==> src/rtl/dwsd_pkg.sv <==
// shared types, constants and tables for the deformed woods-saxon density block
`default_nettype none
package dwsd_pkg;

   // spherical harmonic scale factors, Q24
   localparam logic signed [23:0] K2_Q24 = 24'sd5291392;
   localparam logic signed [21:0] K4_Q24 = 22'sd1774787;

   // log2(e) in Q16
   localparam logic [16:0] LOG2E_Q16 = 17'd94548;

   // exponent argument limit, 16.0 in Q16
   localparam logic [20:0] ARG_LIMIT = 21'd1048576;

   // radius difference limit, 16 fm in Q11
   localparam logic signed [29:0] DIFF_LIMIT = 30'sd32768;

   // quotient bits of the two dividers
   localparam int ARG_STEPS  = 21;
   localparam int FRAC_STEPS = 17;

   typedef struct packed {
      logic               deform_enable;
      logic [15:0]        central_density;
      logic [15:0]        half_radius;
      logic [15:0]        diffuseness;
      logic signed [14:0] beta_two;
      logic signed [14:0] beta_four;
   } cfg_type;

   // 2^(-i/16) in Q16
   function automatic logic [16:0] pow2_neg(input logic [4:0] idx);
      logic [16:0] val;
      case (idx)
         5'd0:    val = 17'd65536;
         5'd1:    val = 17'd62757;
         5'd2:    val = 17'd60097;
         5'd3:    val = 17'd57549;
         5'd4:    val = 17'd55109;
         5'd5:    val = 17'd52773;
         5'd6:    val = 17'd50535;
         5'd7:    val = 17'd48393;
         5'd8:    val = 17'd46341;
         5'd9:    val = 17'd44376;
         5'd10:   val = 17'd42495;
         5'd11:   val = 17'd40693;
         5'd12:   val = 17'd38968;
         5'd13:   val = 17'd37316;
         5'd14:   val = 17'd35734;
         5'd15:   val = 17'd34219;
         default: val = 17'd32768;
      endcase
      return val;
   endfunction

endpackage
`default_nettype wire

==> src/rtl/dwsd_arg.sv <==
// clamped radius difference and pipelined divide by the diffuseness
`default_nettype none
module dwsd_arg (
   input  wire                 clock,
   input  wire                 reset,
   input  wire                 in_valid,
   input  wire [15:0]          in_radius,
   input  wire signed [28:0]   in_big_r,
   input  dwsd_pkg::cfg_type   cfg,
   output logic                out_valid,
   output logic                out_neg,
   output logic [20:0]         out_arg
);

   localparam int STEPS = dwsd_pkg::ARG_STEPS;

   logic signed [29:0] diff;
   logic signed [29:0] dclamp;
   logic               neg;
   logic [15:0]        mag;
   logic [15:0]        dvsr;
   logic               sat;

   logic        valid_ff [0:STEPS];
   logic        neg_ff   [0:STEPS];
   logic        sat_ff   [0:STEPS];
   logic [15:0] rem_ff   [0:STEPS];
   logic [20:0] q_ff     [0:STEPS];

   assign diff = signed'({14'b0, in_radius}) - 30'(in_big_r);

   always_comb begin
      if (diff > dwsd_pkg::DIFF_LIMIT) begin
         dclamp = dwsd_pkg::DIFF_LIMIT;
      end else if (diff < -dwsd_pkg::DIFF_LIMIT) begin
         dclamp = -dwsd_pkg::DIFF_LIMIT;
      end else begin
         dclamp = diff;
      end
   end

   assign neg  = dclamp[29];
   assign mag  = neg ? 16'(-dclamp) : dclamp[15:0];
   // zero diffuseness acts as one
   assign dvsr = (cfg.diffuseness == 16'd0) ? 16'd1 : cfg.diffuseness;
   // quotient would reach 2^21 or more, twice the limit or beyond
   assign sat  = mag >= dvsr;

   always_ff @(posedge clock) begin
      if (reset) begin
         valid_ff[0] <= 1'b0;
      end else begin
         valid_ff[0] <= in_valid;
      end
   end

   always_ff @(posedge clock) begin
      neg_ff[0] <= neg;
      sat_ff[0] <= sat;
      rem_ff[0] <= sat ? 16'd0 : mag;
      q_ff[0]   <= '0;
   end

   for (genvar i = 0; i < STEPS; i++) begin : g_step
      logic [16:0] rem2;
      logic        ge;

      assign rem2 = {rem_ff[i], 1'b0};
      assign ge   = rem2 >= {1'b0, dvsr};

      always_ff @(posedge clock) begin
         if (reset) begin
            valid_ff[i+1] <= 1'b0;
         end else begin
            valid_ff[i+1] <= valid_ff[i];
         end
      end

      always_ff @(posedge clock) begin
         neg_ff[i+1] <= neg_ff[i];
         sat_ff[i+1] <= sat_ff[i];
         rem_ff[i+1] <= ge ? 16'(rem2 - {1'b0, dvsr}) : rem2[15:0];
         q_ff[i+1]   <= {q_ff[i][19:0], ge};
      end
   end

   assign out_valid = valid_ff[STEPS];
   assign out_neg   = neg_ff[STEPS];
   assign out_arg   = (sat_ff[STEPS] || q_ff[STEPS] > dwsd_pkg::ARG_LIMIT)
                      ? dwsd_pkg::ARG_LIMIT : q_ff[STEPS];

endmodule
`default_nettype wire

==> config.mk <==
export PLATFORM = sky130hd
export DESIGN_NAME = dwsd_arg
export DESIGN_NICKNAME = d
export VERILOG_FILES = /design/src/rtl/dwsd_pkg.sv /design/src/rtl/dwsd_arg.sv
export SDC_FILE = /design/constraint.sdc
export NUM_CORES = 1
export LEC_CHECK = 0
export BUFFER_PORTS_ARGS = -buffer_cell sky130_fd_sc_hd__buf_4
export CORE_ASPECT_RATIO = 0.9
export CORE_MARGIN = 2
export CORE_UTILIZATION = 60
export CTS_CLUSTER_DIAMETER = 120
export DETAILED_ROUTE_END_ITERATION = 8
export PLACE_DENSITY = 0.78
export SKIP_LAST_GASP = 1
export SYNTH_ARGS = -nofsm -noshare
export SYNTH_HDL_FRONTEND = slang
export SYNTH_SLANG_ARGS = --single-unit
export TNS_END_PERCENT = 10
==> constraint.sdc <==
create_clock -name clock -period 8.2 [get_ports clock]
set_clock_uncertainty 0.1 [all_clocks]
set_input_delay 1.64 -clock clock [delete_from_list [all_inputs] [get_ports clock]]
set_output_delay 1.64 -clock clock [all_outputs]
set_load 0.02 [all_outputs]
==> run summary <==
Status: complete, no violations
Clock Path Buffers: 3
Post-synth top cells: dfxtp_1, ha_1, a21oi_1
Final total power: 17.3 mW
I/O pins: 150
Family with the most delay on the worst path: compound AO/OA/AOI/OAI gates
Synth area leader: dfxtp_1
All-Layer GR Usage: 26.1%
Final hold violation count: 0
WS Path Type: in -> reg
P&R area growth vs syn: 11.6%
CP max-delay cell: o21ai_0
Max cap viols: 0
Area of the mapped netlist: 33800 um^2
Main synth FF type: dfxtp_1
Hold Buf Count CTS: 0
Placed Instance Area: 35300 um^2
Register area share after synthesis: 37.5%
Die Y: 229 um
Clk pin slew, worst setup/hold paths: 0.06 ns
Wire per inst: 18.0 um
1st-iter DRT viols: 1569
Startpoint types: input port
Gpl congestion: 0.864
Net Count, Synth: 3791
Post-route ant nets: 0
Fill cells: 4247
Largest net degree at the start of global routing: 36
VDD IR-drop max: 0.204 mV
Die area: 58200 um^2
CTS tree: built
TNS Setup: 0 ns
RSZ-0062 raised after global routing: no
FFs w/ async S/R, synth: 0%
Final worst slack: 0.542 ns
Minimum clock period: 7.66 ns
Pleak: 17.2 nW
Final Util: 67.8%
Fin. max-slew vios: 0
CTS resizes: 0
Multi-input gate area: 20400 um^2
Maximum level of the CTS H-tree: 3
DR DRC count: 0
Die X: 254 um
Cell Rows: 82
#FFs+latches synth: 633
Yosys cell types: 75
Worst-Margin Slew: 1.22 ns
Worst EP required: 8.63 ns
Synth warn: 0
Slew HR: 18.7%
Fraction of layout instances using a drive strength above 1: 17.3%
Global-route wire length before repair: 124000 um
Clock latency on the worst-skew pair: 0.62 ns
Cell area after layout: 37700 um^2
Critical Path Max Stage Delay: 0.45 ns
Clock sinks: 633
Sequential cell area: 12700 um^2
Min-delay worst type: reg -> reg
PortBufs: 86
Avg Cell Area, Syn: 10.3 um^2
Total grt overflow: 0
Maximum fanout along the worst path: 7
Cell with the most instances after synthesis: dfxtp_1
CP arrival: 8.09 ns
CTS buffer count: 66
Initial DRT Pass Iterations: 5
Number of global-route vias before repair: 25183
Worst Setup End Kind: register
WP buf/inv: 4
Core Region: 55600 um^2
Setup Buffers After CTS: 0
Max Freq: 0.131 GHz
Synth top area share: 37.5%
Hpwl dp: 53500 um
Post-synth EDFFs: 0
DP Worst Slack: 0.158 ns
Initial Util: 60.7%
Initial antenna violation count: 0
Final worst path period share: 93.4%
Clock root cell: clkbuf_16
Total routed wirelength: 75900 um
Post-layout nets: 3936
Vias/cell: 5.88
PD cells: 460 nW/um^2
Synthesized netlist cell count: 3274
Top cells by area, synth: dfxtp_1, ha_1, mux2_2
Routed via count: 24828
# setup viols final: 0
worst reg2reg max path: stages (launching register included):
cell       delay, ns
dfxtp_1         0.41
ha_1            0.28
a21o_1          0.17
a21o_1          0.20
a21oi_1         0.28
o21ai_1         0.20
nand2b_1        0.16
a31oi_1         0.16
a2111oi_4       1.05
mux2_2          0.45
cell families (layout without fill, tap and decap cells):
logic type / count (synthesis) / after routing / synth area share (%)
xor gates and xnor gates: 280 / 280 / 7.26
adders and majority gates: 390 / 390 / 14.9
AOI/OAI and AO/OA: 754 / 754 / 15.8
buffers and inverters: 151 / 346 / 2.08
DFF: 633 / 633 / 37.5
muxes: 279 / 279 / 10.2
other: 0 / 1 / 0
and+or+nand+nor: 787 / 787 / 12.1
final timing paths:
check                     start             to  slack [ns]  cells past startpoint
hold / removal      q_ff[4][36]    q_ff[4][58]        0.21                      0
setup / recovery   in_radius[2]  rem_ff[0][13]        0.54                     31
setup reg to reg  rem_ff[1][32]  rem_ff[1][54]        4.64                      9
hold reg to reg     q_ff[4][36]    q_ff[4][58]        0.21                      0
per-stage QoR:
stage,hold slack (ns),std cells
3_3_place_gp,0.210,4107
4_1_cts,0.203,4225
5_1_grt,0.216,4225
6_report,0.205,4226
2_1_floorplan,0.210,3274
3_5_place_dp,0.212,4107
report_power, final:
part	switching [mW]	internal (mW)
logic	4.36	4.55
clock network	1.28	1.88
registers	0.706	4.56
total	6.34	11.0
registers in the layout, indices dropped and copies added (netlist names):
name and flops:
neg_ff 22, q_ff 231, rem_ff 336, sat_ff 22, valid_ff 22
cell usage in the layout, fill, tap and decap left out, drive strengths merged, types with 29 or more instances in the layout:
master    n
dfxtp   633
ha      369
mux2    262
a21oi   237
nor2    175
a21o    170
xnor2   145
xor2    135
buf     124
o21ai   114
nand2   108
inv     105
nand3    87
clkbuf   82
nor3     80
and3     67
a31oi    63
nor2b    48
nand2b   48
or2      42
and2     32
o21a     29
nand4    29
per-layer routing:
layer / global-route usage [%] / vias to the layer above / wire [um]
met3: 4.43 / 197 / 3610
met2: 44.6 / 618 / 36200
met1: 32.7 / 11845 / 33400
li1: - / 12168 / -
met5: 0 / - / 0
met4: 10.1 / 0 / 2690
layout make-up:
type / count / area share, %
Multi-Input combinational cell: 2490 / 54.2
Sequential cell: 633 / 33.6
Clock buffer: 82 / 4.78
Tap cell: 756 / 2.51
Timing Repair Buffer: 124 / 2.47
Clock inverter: 36 / 1.41
Inverter: 104 / 1.04
Antenna cell: 1 / 0.00664
(Power assumes the default switching activity.)
