File: config.mk
export PLATFORM = sky130hd
export DESIGN_NAME = dwsd_exp
export DESIGN_NICKNAME = d
export VERILOG_FILES = /design/src/rtl/dwsd_pkg.sv /design/src/rtl/dwsd_exp.sv
export SDC_FILE = /design/constraint.sdc
export NUM_CORES = 2
export LEC_CHECK = 0
export CORE_ASPECT_RATIO = 2
export CORE_MARGIN = 8
export CORE_UTILIZATION = 40
export CTS_CLUSTER_SIZE = 24
export DETAILED_ROUTE_END_ITERATION = 10
export DONT_BUFFER_PORTS = 1
export PLACE_DENSITY = 0.64
export SLEW_MARGIN = 10
export SYNTH_ARGS = -nofsm -noshare
export SYNTH_HDL_FRONTEND = slang
export SYNTH_SLANG_ARGS = --single-unit
File: constraint.sdc
create_clock -name clock -period 10.1 [get_ports clock]
set_input_delay 0.505 -clock clock [delete_from_list [all_inputs] [get_ports clock]]
set_output_delay 0.505 -clock clock [all_outputs]
set_load 0.005 [all_outputs]
File: src/rtl/dwsd_pkg.sv
// shared types, constants and tables for the deformed woods-saxon density block
`default_nettype none
package dwsd_pkg;

   // spherical harmonic scale factors, Q24
   localparam logic signed [23:0] K2_Q24 = 24'sd5291392;
   localparam logic signed [21:0] K4_Q24 = 22'sd1774787;

   // log2(e) in Q16
   localparam logic [16:0] LOG2E_Q16 = 17'd94548;

   // exponent argument limit, 16.0 in Q16
   localparam logic [20:0] ARG_LIMIT = 21'd1048576;

   // radius difference limit, 16 fm in Q11
   localparam logic signed [29:0] DIFF_LIMIT = 30'sd32768;

   // quotient bits of the two dividers
   localparam int ARG_STEPS  = 21;
   localparam int FRAC_STEPS = 17;

   typedef struct packed {
      logic               deform_enable;
      logic [15:0]        central_density;
      logic [15:0]        half_radius;
      logic [15:0]        diffuseness;
      logic signed [14:0] beta_two;
      logic signed [14:0] beta_four;
   } cfg_type;

   // 2^(-i/16) in Q16
   function automatic logic [16:0] pow2_neg(input logic [4:0] idx);
      logic [16:0] val;
      case (idx)
         5'd0:    val = 17'd65536;
         5'd1:    val = 17'd62757;
         5'd2:    val = 17'd60097;
         5'd3:    val = 17'd57549;
         5'd4:    val = 17'd55109;
         5'd5:    val = 17'd52773;
         5'd6:    val = 17'd50535;
         5'd7:    val = 17'd48393;
         5'd8:    val = 17'd46341;
         5'd9:    val = 17'd44376;
         5'd10:   val = 17'd42495;
         5'd11:   val = 17'd40693;
         5'd12:   val = 17'd38968;
         5'd13:   val = 17'd37316;
         5'd14:   val = 17'd35734;
         5'd15:   val = 17'd34219;
         default: val = 17'd32768;
      endcase
      return val;
   endfunction

endpackage
`default_nettype wire

File: src/rtl/dwsd_exp.sv
// exp(-x) by table and interpolation, fermi fraction divide, density scale
`default_nettype none
module dwsd_exp (
   input  wire                 clock,
   input  wire                 reset,
   input  wire                 in_valid,
   input  wire                 in_neg,
   input  wire [20:0]          in_arg,
   input  dwsd_pkg::cfg_type   cfg,
   output logic                out_valid,
   output logic [15:0]         out_density
);

   localparam int STEPS = dwsd_pkg::FRAC_STEPS;

   logic [1:0]  valid_ff;
   logic        neg1_ff;
   logic        neg2_ff;
   logic [37:0] vprod_ff;

   logic [21:0] v;
   logic [3:0]  idx;
   logic [11:0] lo;
   logic [16:0] ta;
   logic [16:0] tb;
   logic [16:0] ta_ff;
   logic [28:0] mp_ff;
   logic [5:0]  k_ff;

   logic [16:0] m;
   logic [16:0] e;

   logic        dvalid_ff [0:STEPS];
   logic [17:0] rem_ff    [0:STEPS];
   logic [17:0] den_ff    [0:STEPS];
   logic [16:0] q_ff      [0:STEPS];

   logic [32:0] dprod;
   logic        rsp_valid_ff;
   logic [15:0] rsp_density_ff;

   assign v   = vprod_ff[37:16];
   assign idx = v[15:12];
   assign lo  = v[11:0];
   assign ta  = dwsd_pkg::pow2_neg({1'b0, idx});
   assign tb  = dwsd_pkg::pow2_neg(5'({1'b0, idx} + 5'd1));
   assign m   = ta_ff - 17'(mp_ff >> 12);
   assign e   = m >> k_ff;

   always_ff @(posedge clock) begin
      if (reset) begin
         valid_ff <= '0;
      end else begin
         valid_ff <= {valid_ff[0], in_valid};
      end
   end

   always_ff @(posedge clock) begin
      vprod_ff <= {17'b0, in_arg} * {21'b0, dwsd_pkg::LOG2E_Q16};
      neg1_ff  <= in_neg;
      ta_ff    <= ta;
      mp_ff    <= {12'b0, ta - tb} * {17'b0, lo};
      k_ff     <= v[21:16];
      neg2_ff  <= neg1_ff;
   end

   // fraction = X * 2^16 / (2^16 + e), X is 2^16 below the radius, e beyond it
   always_ff @(posedge clock) begin
      if (reset) begin
         dvalid_ff[0] <= 1'b0;
      end else begin
         dvalid_ff[0] <= valid_ff[1];
      end
   end

   always_ff @(posedge clock) begin
      rem_ff[0] <= neg2_ff ? 18'd65536 : {1'b0, e};
      den_ff[0] <= 18'd65536 + {1'b0, e};
      q_ff[0]   <= '0;
   end

   for (genvar j = 0; j < STEPS; j++) begin : g_step
      logic [18:0] rem_s;
      logic        ge;

      if (j == 0) begin : g_first
         assign rem_s = {1'b0, rem_ff[j]};
      end else begin : g_next
         assign rem_s = {rem_ff[j], 1'b0};
      end

      assign ge = rem_s >= {1'b0, den_ff[j]};

      always_ff @(posedge clock) begin
         if (reset) begin
            dvalid_ff[j+1] <= 1'b0;
         end else begin
            dvalid_ff[j+1] <= dvalid_ff[j];
         end
      end

      always_ff @(posedge clock) begin
         rem_ff[j+1] <= ge ? 18'(rem_s - {1'b0, den_ff[j]}) : rem_s[17:0];
         den_ff[j+1] <= den_ff[j];
         q_ff[j+1]   <= {q_ff[j][15:0], ge};
      end
   end

   assign dprod = {17'b0, cfg.central_density} * {16'b0, q_ff[STEPS]};

   always_ff @(posedge clock) begin
      if (reset) begin
         rsp_valid_ff <= 1'b0;
      end else begin
         rsp_valid_ff <= dvalid_ff[STEPS];
      end
   end

   always_ff @(posedge clock) begin
      rsp_density_ff <= dprod[31:16];
   end

   assign out_valid   = rsp_valid_ff;
   assign out_density = rsp_density_ff;

endmodule
`default_nettype wire

==> out/results.txt <==
Status - finished, final reports clean
Clock skew - 0.0357 ns
Area fraction of the dominant cell type after synthesis - 30.5%
Synth area leaders - dfxtp_1 30%, fa_1 16%, ha_1 14%, inv_1 6.5%, nand2_1 3.3%
Pre-Repair DR Iteration Count - 5
Setup repair after global routing missed its margin - no
Ys flop type - dfxtp_1
Clock-pin slew on the worst setup and hold paths - 0.07 ns
Initial Utilization - 40.3%
Cells after synthesis - 6130
FF-to-FF setup slack - 0.68 ns
Max Slew Vio Count - 0
Die area - 0.158 mm2
Least-Margin Pin Slew - 1.09 ns
Antenna viol nets, final - 0
Die Ht - 554 um
Largest net degree at the start of global routing - 34
Die Width - 285 um
H-tree depth - 3
Worst Path Max Fanout - 12
Syn Std Cell Area - 0.0580 mm2
Crit path max-delay family - adder cells
Vias per std cell - 5.18
Rel. slew slack - 27.1%
DP HPWL - 125000 um
CTS tree - done
Clock root cell - clkbuf_16
Top post-synthesis cells by count - 1008 x inv_1, 882 x dfxtp_1, 670 x ha_1
Post-synth EDFFs - 0
Worst-Skew Late Latency - 0.69 ns
Max Cap Violations - 0
Mapped Avg Cell Area - 9.46 um2
Setup violators final - 0
Most common cell on crit path - fa_1
Final min period - 9.42 ns
Clk sink count - 882
Synth Net Count - 7376
Most common cell in the netlist - inv_1
Crit path max-delay cell type - xnor2_1
Setup CP Type - reg2reg
Tot GR Track Use - 18.8%
I/O pins - 121
Cell Rows - 197
Crit path buf inv count - 2
GPL Wtd Cong - 0.932
Yosys reg bits - 882
Port Buffers - 0
Required time of the critical path - 10.67 ns
Data arrival, critical path - 9.99 ns
Initial antenna violation count - 1
Post-route DRC - 0
Syn-to-layout area delta - 8.67%
DR iter-0 viols - 1549
Worst Setup Start Kind - flip-flop
Via count - 41800
Avg WL per Cell - 18.6 um
HP Class - in2reg
Ys Warns - 0
WL final - 150000 um
Max clock buf depth - 3
Synth async-reset ratio - 0%
Layout cell share with drive strength beyond 1 - 5.75%
Sequential-to-total area share from yosys stat - 30.5%
Total of fill cells in the finished design - 14000
Vias in the first global route - 45500
Number of CTS-inserted buffers - 85
Gr ovfl total - 0
Final cycle utilization of the critical path - 93.3%
Worst setup EP type - flip-flop
Dominant cell type by area after synthesis - dfxtp_1
CP max stage delay - 0.86 ns
Final nets - 7349
Core ar. - 0.144 mm2
Fin Setup TNS - 0 ns
Number of distinct library cells after synthesis - 94
Final Hold Vio Count - 0
FMAX - 106 MHz
Global-route wire length before repair - 234000 um
Post-CTS Setup Repair Bufs - 0
[layout by cell type (no fill, tap or decap), types with 109 or more instances in the layout]
cell type,n
a21oi_1,278
and2_1,173
dfxtp_1,882
fa_1,472
ha_1,670
inv_1,1008
mux2_2,137
nand2_1,506
nor2_1,328
nor2b_1,109
nor3_1,111
o21ai_0,140
xnor2_1,171
[layout make-up]
type / instances / area [um2] / share of cell area (%)
clock buffers: 109 / 2340 / 3.71
inverters: 1017 / 3820 / 6.06
clock inverters: 47 / 629 / 0.999
diodes: 1 / 2.50 / 0.00397
multi-input cells: 4088 / 35900 / 57.1
flip-flops and latches: 882 / 17700 / 28.0
repair buffers: 29 / 245 / 0.389
well taps: 1890 / 2360 / 3.75
[layer usage]
| metal | track usage [%] | part of all wire (%) | vias up |
|---|---|---|---|
| met4 | 16.4 | 10 | 0 |
| met2 | 40.1 | 59 | 947 |
| met1 | 13.4 | 28 | 20200 |
| met5 | 0 | 0 | - |
| met3 | 2.46 | 2.9 | 592 |
| li1 | - | - | 20000 |
[worst min-delay path, stage by stage]
cell and delay, ns:
nand2_1 0.06, xnor2_1 0.09, xnor2_1 0.18, xnor2_1 0.08
[registers in the layout, indices dropped and copies added (netlist names), 2 cells and up]
| name | count |
|---|---|
| ta_ff | 17 |
| k_ff | 6 |
| mp_ff | 17 |
| ta | 17 |
| out_density | 16 |
| den_ff | 306 |
| vprod_ff | 22 |
| dvalid_ff | 18 |
| valid_ff | 2 |
| q_ff | 153 |
| rem_ff | 305 |
[what timing repair did]
item,4_1_cts,5_1_grt
hold buffers,3,0
setup endpoints to repair,0,2
gates resized for setup,0,2
endpoints found under the hold margin,22,0
[logic make-up (layout without fill, tap and decap cells)]
family	count (synthesis)	after routing	share of synthesized area, %
and+or+nand+nor	1547	1547	12.9
buffers and inverters	1160	1202	7.58
adders and majority gates	1142	1142	30.8
AOI/OAI and AO/OA	957	957	10.7
DFF	882	882	30.5
xor gates and xnor gates	251	251	3.79
muxes	191	191	3.79
other	0	1	0
[through the flow]
step / setup WS, ns / instance area [um2] / hold slack (ns) / instances / utilization [%]
after floorplan: 1.60 / 58000 / 0.310 / 6130 / -
after global placement: 0.660 / 60000 / 0.312 / 7902 / 41.7
after detailed placement: 0.638 / 60000 / 0.312 / 7902 / 41.7
after CTS: 0.595 / 63000 / 0.235 / 8061 / 43.7
after global routing: 0.0711 / 63000 / 0.288 / 8063 / 43.8
final: 0.679 / 63000 / 0.284 / 8063 / 43.8
[final timing paths]
check                                        to  depth (start not counted)    startpoint
worst min register to register      q_ff[11][7]                          0   q_ff[10][6]
worst max-delay path                  mp_ff[27]                         30  vprod_ff[28]
worst max register to register        mp_ff[27]                         30  vprod_ff[28]
worst min-delay path            out_density[15]                          4       cfg[77]
Power is not shown: default switching activity piles up to over one toggle a cycle in this logic, so the estimate is an artifact.
